[config.mk]
export PLATFORM = sky130hd
export DESIGN_NAME = tlc_update
export DESIGN_NICKNAME = d
export VERILOG_FILES = /design/src/rtl/tlc_pkg.sv /design/src/rtl/tlc_update.sv
export SDC_FILE = /design/constraint.sdc
export NUM_CORES = 1
export LEC_CHECK = 0
export BUFFER_PORTS_ARGS = -buffer_cell sky130_fd_sc_hd__buf_2
export CAP_MARGIN = 20
export CELL_PAD_IN_SITES_DETAIL_PLACEMENT = 0
export CELL_PAD_IN_SITES_GLOBAL_PLACEMENT = 1
export CORE_MARGIN = 2
export CORE_UTILIZATION = 27
export DETAILED_ROUTE_END_ITERATION = 8
export PLACE_DENSITY = 0.88
export REMOVE_ABC_BUFFERS = 1
export SETUP_SLACK_MARGIN = 0.4
export SYNTH_ARGS = -nofsm -noshare
export SYNTH_HDL_FRONTEND = slang
export SYNTH_SLANG_ARGS = --single-unit
export TNS_END_PERCENT = 20
[constraint.sdc]
create_clock -name vclk -period 4.25
set_input_delay 0.425 -clock vclk [all_inputs]
set_output_delay 0.425 -clock vclk [all_outputs]
set_load 0.005 [all_outputs]
[src/rtl/tlc_pkg.sv]
package tlc_pkg;

    // Address layout: byte offset in the lowest bits, tag in the upper half.
    localparam int OFFSET_W = 2;
    localparam int TAG_LSB  = 16;
    localparam int TAG_W    = 16;
    localparam int CNT_W    = 32;

    // One set as it is stored in the set memory.
    typedef struct packed {
        logic [TAG_W-1:0] tag1;
        logic [TAG_W-1:0] tag0;
        logic             valid1;
        logic             valid0;
        logic             victim_is_way1;
    } t_set_entry;

    // Outcome of one lookup, passed from the update logic to the top level.
    typedef struct packed {
        logic hit;
        logic way;
    } t_lookup;

endpackage

[src/rtl/tlc_update.sv]
module tlc_update
    import tlc_pkg::*;
(
    input  t_set_entry       i_entry,
    input  logic [TAG_W-1:0] i_tag,
    output t_set_entry       o_entry,
    output t_lookup          o_lookup
);

    logic w_hit0;
    logic w_hit1;

    // Way 0 is compared first, so it wins if both ways match.
    assign w_hit0 = i_entry.valid0 && (i_entry.tag0 == i_tag);
    assign w_hit1 = i_entry.valid1 && (i_entry.tag1 == i_tag);

    // On a hit the other way becomes the victim; on a miss the victim is refilled.
    always_comb begin
        o_entry = i_entry;
        if (w_hit0) begin
            o_lookup.hit           = 1'b1;
            o_lookup.way           = 1'b0;
            o_entry.victim_is_way1 = 1'b1;
        end else if (w_hit1) begin
            o_lookup.hit           = 1'b1;
            o_lookup.way           = 1'b1;
            o_entry.victim_is_way1 = 1'b0;
        end else if (i_entry.victim_is_way1) begin
            o_lookup.hit           = 1'b0;
            o_lookup.way           = 1'b1;
            o_entry.tag1           = i_tag;
            o_entry.valid1         = 1'b1;
            o_entry.victim_is_way1 = 1'b0;
        end else begin
            o_lookup.hit           = 1'b0;
            o_lookup.way           = 1'b0;
            o_entry.tag0           = i_tag;
            o_entry.valid0         = 1'b1;
            o_entry.victim_is_way1 = 1'b1;
        end
    end

endmodule

Word-level counts from Yosys, hierarchy flattened

Cells that the tools add are included.

Equality and inequality tests: 2
Mux-type cells: 12
Reduce and logical (&&, ||, !) cells: 2

Operators by type and width:

| operator           | number |
|---|---|
| 34-bit two-way mux | 2 |
| 16-bit == test     | 2 |
| 16-bit two-way mux | 2 |
| 1-bit two-way mux  | 6 |
| 2-bit two-way mux  | 2 |
| 1-bit logical AND  | 2 |

Flip-flop bits (word level): 0
Logic and storage cells: 16

Longest topological paths before layout

Gate-level depths: netlist of the first run.

Word-level depth: 4
Depth in mapped cells: 8

Worst setup path after synthesis of the first run

Ideal clock, no wire load.

Path kind: input port to output port
Start: input port i_tag[2]
End: output port o_entry[24] (netlist name)
Data arrival time: 2253 ps
Data required time: 3825 ps
Slack: 1572 ps
Cell stages on the path: 7
Cells stage by stage: xor2_1 -> or4_1 -> nor4_1 -> nand3b_1 -> nand3_1 -> buf_4 -> mux2_2

RTL lines:

| item               | RTL line        | text |
|---|---|---|
| start: declaration | tlc_update.sv:5 | `input logic [TAG_W-1:0] i_tag,` |
| end: declaration   | tlc_update.sv:6 | `output t_set_entry o_entry,` |

==> summary.txt, run 1 <==
Run status
  – Status: completed

STA
  – Hold Vio Cnt, Final: 0
  – Minimum clock period: 3240 ps
  – Final setup TNS: 0 ps
  – Slew headroom: 36.2%
  – Final Slew Violations: 0
  – Maximum clock rate: 0.308 GHz
  – Fin crit share: 76.3%
  – Hold slack final: 1120 ps
  – Unrepaired setup endpoints after global routing: false
  – Worst-Margin Slew: 956 ps
  – Final setup viols: 0

Layout
  – Share of cells above drive strength 1: 67.6%
  – FILL cells: 338
  – Antenna diodes: 0
  – Area occupied by registers: 0 µm²
  – Nets: 232
  – Multi-input logic area: 837 µm²
  – Seq_cells: 0
  – CLK BUF: 0
  – Area Overhead vs Synth: 53.4%

Synth
  – Post-Synthesis Cells: 94
  – Post-Syn Area: 871 µm²
  – Area share of the largest cell type after synthesis: 28.4%
  – Count of different cell masters after synthesis: 21
  – Top cells by area, synth: mux2_2, xnor2_1, mux2_4, xor2_1, nand4_1
  – Avg Inst Size Synth: 9.26 µm²
  – Top-count cell post-synth: xnor2_1
  – Yosys top cell by area: mux2_2
  – Seq/Total Area, Yosys: 0%
  – YS warnings: 0
  – Post-synth top cells: xnor2_1, mux2_2, mux2_4, xor2_1, nand4_1

Critical path
  – Worst Path Class, Setup: input pin to primary output
  – Crit Path Max Fanout: 16
  – WP data arrival: 2820 ps
  – Crit path capture type: primary output
  – CP required: 3830 ps
  – Startpoint Class: input pin

Die
  – Starting density of the core: 28.5%
  – Chip width: 60.8 µm
  – Die area: 3700 µm²
  – Cell row count: 20
  – Core box area: 3050 µm²
  – Top Ports: 88
  – Die Height: 60.8 µm

Drt
  – DR vias/cell: 4.50
  – Wire per inst: 11.4 µm
  – Starting DRC count in detailed routing: 17
  – Wirelength, routed: 2540 µm
  – Drt first pass iters: 4
  – DRC: 0
  – Final antenna-violating net count: 0
  – Vias: 1004

Worst hold path
  – Worst hold start: i_entry[2]
  – Hold Crit Depth: 3
  – Path category of the worst min-delay check: input pin to primary output
  – Hold Path End: o_entry[2]

Placed design
  – Port bufs: 88
  – Placed wire-length estimate: 2220 µm
  – Routability cong.: 0.745

Clocking
  – Post_cts resized: 0
  – Setup Fix Bufs, Post-CTS: 0
  – Hold-fix buffers at CTS: 0

Power and ir drop
  – Peak supply drop: 0.0353 mV
  – Pwr Density: 107 nW/µm²
  – Leakage: 0.000645 µW

GRT
  – Initial antenna violation count: 0
  – First-pass GRT wire length: 3730 µm
  – Gr usage total: 12.9%
  – Global route overflow: 0
  – Largest net degree at the start of global routing: 17
  – Vias in the first global route: 855

Job
  – Max cap viols: 0
critical path, stage by stage:
cell	delay [ps]
buf_2	130
xor2_1	170
or4_1	520
nor4_1	300
nand3b_1	140
nand3_1	580
mux2_2	410
buf_2	130
per-layer routing:
layer | GRT usage, % | share of wire (%) | up-vias
met5 | 0 | 0 | -
met4 | 0 | 0 | 0
met3 | 0.426 | 8.1 | 0
met2 | 22.9 | 47 | 48
met1 | 18.3 | 44 | 439
li1 | - | - | 517
worst max-delay path by stage:
stage                   to     start  slack, ps  depth (start not counted)
2_1_floorplan  o_entry[19]  i_tag[2]       1540                          6
4_1_cts        o_entry[27]  i_tag[2]        990                          8
3_3_place_gp   o_entry[34]  i_tag[2]       1010                          8
5_1_grt        o_entry[26]  i_tag[2]        790                          8
3_5_place_dp   o_entry[27]  i_tag[2]       1010                          8
6_report       o_entry[27]  i_tag[2]       1010                          8
placed cells by master (no fill, tap or decap):
master and n:
nor3b_1 1, nand3b_1 1, nor2_1 1, or4_1 2, nand2b_1 1, buf_2 88, and2_1 1, nand3_1 4
xnor2_1 23, mux2_4 10, a21o_1 1, a31oi_1 1, nor4b_1 1, nand2_1 2, nand4_1 6, or2_2 1
mux2_2 22, nor4_1 3, xor2_1 9, inv_1 1
power by group:
part	switching [µW]	leakage, µW	internal, µW
Clock	0	0	0
Combinational	61.4	0.000645	81.8
Sequential	0	0	0
kinds of logic (layout without fill, tap and decap cells):
group                     Yosys count  count (layout)  synth area share (%)
AOI/OAI and AO/OA                   2               2                  1.58
xor gates and xnor gates           32              32                  32.2
buffers and inverters               4              89                  3.88
muxes                              32              32                  45.7
and+or+nand+nor                    24              24                  16.7
final cells by class:
| type | instances | share of cell area (%) |
|---|---|---|
| inverter | 1 | 0.281 |
| multi-input combinational | 90 | 62.6 |
| tap | 44 | 4.12 |
| timing repair buffer | 88 | 33.0 |
through the flow:
stage | cell area [µm²] | power [µW] | util, % | worst slack, ps | instances
global placement | 1340 | 144 | 43.8 | 1010 | 223
floorplan | 841 | 74.7 | - | 1540 | 91
detailed placement | 1340 | 145 | 43.8 | 1010 | 223
CTS | 1340 | 145 | 43.8 | 993 | 223
finish | 1340 | 143 | 43.8 | 1010 | 223
global route | 1340 | 159 | 43.8 | 789 | 223
(Power assumes the default switching activity.)
==> run 2, diff against run 1 <==
--- a/config.mk
+++ b/config.mk
@@ -10,9 +10,9 @@
 export CELL_PAD_IN_SITES_DETAIL_PLACEMENT = 0
 export CELL_PAD_IN_SITES_GLOBAL_PLACEMENT = 1
 export CORE_MARGIN = 2
-export CORE_UTILIZATION = 27
+export CORE_UTILIZATION = 25
 export DETAILED_ROUTE_END_ITERATION = 8
-export PLACE_DENSITY = 0.88
+export PLACE_DENSITY = 0.82
 export REMOVE_ABC_BUFFERS = 1
 export SETUP_SLACK_MARGIN = 0.4
 export SYNTH_ARGS = -nofsm -noshare
==> constraint.sdc (replaced) <==
create_clock -name vclk -period 3.3
set_input_delay 0.33 -clock vclk [all_inputs]
set_output_delay 0.33 -clock vclk [all_outputs]
set_load 0.005 [all_outputs]
==> run 2 against run 1 <==
Effect of this change:
- die area rose by 7.5%
- non-clock buffer count up 2
- worst setup slack lost 430 ps
- routed wire length increased by 3.6%
- critical path depth grew 1
- power up 30%
- count of clock-buffer cells in the layout unchanged
- sequential share of layout area unchanged
- core utilization fell by 3.1 points
- via count rose by 2.0%
- sequential cell count did not move
==> summary.txt, run 2 (synthesized netlist as in run 1, its figures left out) <==
Layout
  – Commonest non-fill, non-tap cells in the layout: buf_2, xnor2_1, mux2_2
  – Area Overhead vs Synth: 55.7%
  – Share of cells above drive strength 1: 68.5%
  – Area occupied by registers: 0 µm²
  – Nets: 234
  – Commonest non-fill, non-tap cell in the layout: buf_2
  – Antenna diodes: 0
  – Final Util: 40.6%
  – Seq_cells: 0
  – Design area: 1360 µm²
  – CLK BUF: 0

STA
  – Final setup TNS: 0 ps
  – Unrepaired setup endpoints after global routing: true
  – Final setup viols: 0
  – Minimum clock period: 2730 ps
  – Worst-Margin Slew: 368 ps
  – Fin crit share: 82.6%
  – Final Slew Violations: 0
  – Hold Vio Cnt, Final: 0
  – Maximum clock rate: 0.367 GHz
  – Slew headroom: 75.2%

Die
  – Cell row count: 21
  – Starting density of the core: 26.1%
  – Top Ports: 88
  – Die area: 3970 µm²
  – Die Height: 63.0 µm
  – Chip width: 63.0 µm
  – Core box area: 3340 µm²

Power and ir drop
  – Leakage: 0.000657 µW
  – Pwr Density: 137 nW/µm²
  – Design Power: 186 µW
  – Peak supply drop: 0.0429 mV

Drt
  – Wirelength, routed: 2630 µm
  – Wire per inst: 11.6 µm
  – Starting DRC count in detailed routing: 30
  – Vias: 1024
  – DR vias/cell: 4.51
  – DRC: 0
  – Drt first pass iters: 2
  – Final antenna-violating net count: 0

Worst hold path
  – Path category of the worst min-delay check: input pin to primary output
  – Hold Crit Depth: 3
  – Worst hold start: i_entry[2]

Job
  – Max cap viols: 0

Critical path
  – WP data arrival: 2400 ps
  – Crit Path Max Fanout: 9
  – Critical Path Start: i_tag[13]
  – CP required: 2970 ps
  – Startpoint Class: input pin
  – Crit path capture type: primary output
  – Worst Path Class, Setup: input pin to primary output

GRT
  – Gr usage total: 12.1%
  – Global route overflow: 0
  – Initial antenna violation count: 0
  – Vias in the first global route: 950
  – Largest net degree at the start of global routing: 17
  – First-pass GRT wire length: 4110 µm

Placed design
  – Placed wire-length estimate: 2310 µm
  – Port bufs: 88
  – Routability cong.: 0.800
  – Placed cell area: 1350 µm²

Run status
  – Status: completed

Clocking
  – Hold-fix buffers at CTS: 0
-- run 2: changes by cell type in the layout (fill, tap and decap cells not counted) --
cell | previous run | this run
buf_4 | 0 | 2
and2_1 | 1 | 0
and2_4 | 0 | 1
-- run 2: final timing paths --
path                           to  slack, ps
worst max-delay path  o_entry[30]        570
worst min-delay path   o_entry[2]        940
-- run 2: where the power goes --
part	internal, µW	leakage (µW)	switching (µW)
combinational	107	0.000657	79.3
clock	0	0	0
sequential	0	0	0
total	107	0.000657	79.3
-- run 2: per-layer routing --
layer | GRT usage [%] | part of all wire [%]
met4 | 0.278 | 0
met5 | 0 | 0
met2 | 23.7 | 50
met3 | 1.08 | 7.1
met1 | 14.9 | 43
-- run 2: area by class of cell --
cell class | count | area (µm²)
multi-input cells | 90 | 840
fillers | 375 | 1980
repair buffers | 90 | 455
well taps | 46 | 57.6
inverters | 1 | 3.75
-- run 2: timing repair --
item / in CTS / in global routing
resized for setup: 1 / 1
setup buffers: 0 / 0
endpoints found under the setup margin: 16 / 21
pin swaps: 0 / 0
-- run 2: through the flow --
step	cells	hold WS, ps	worst slack (ps)
2_1_floorplan	91	733	776
3_3_place_gp	227	935	355
3_5_place_dp	227	935	317
4_1_cts	227	939	490
5_1_grt	227	962	370
6_report	227	939	575
-- run 2: worst max-delay path, stage by stage --
cell and delay (ps):
buf_2 130, xor2_1 170, or4_1 520, nor4_1 280, nand3b_1 160, nand3_1 140
buf_4 190, mux2_2 350, buf_2 130
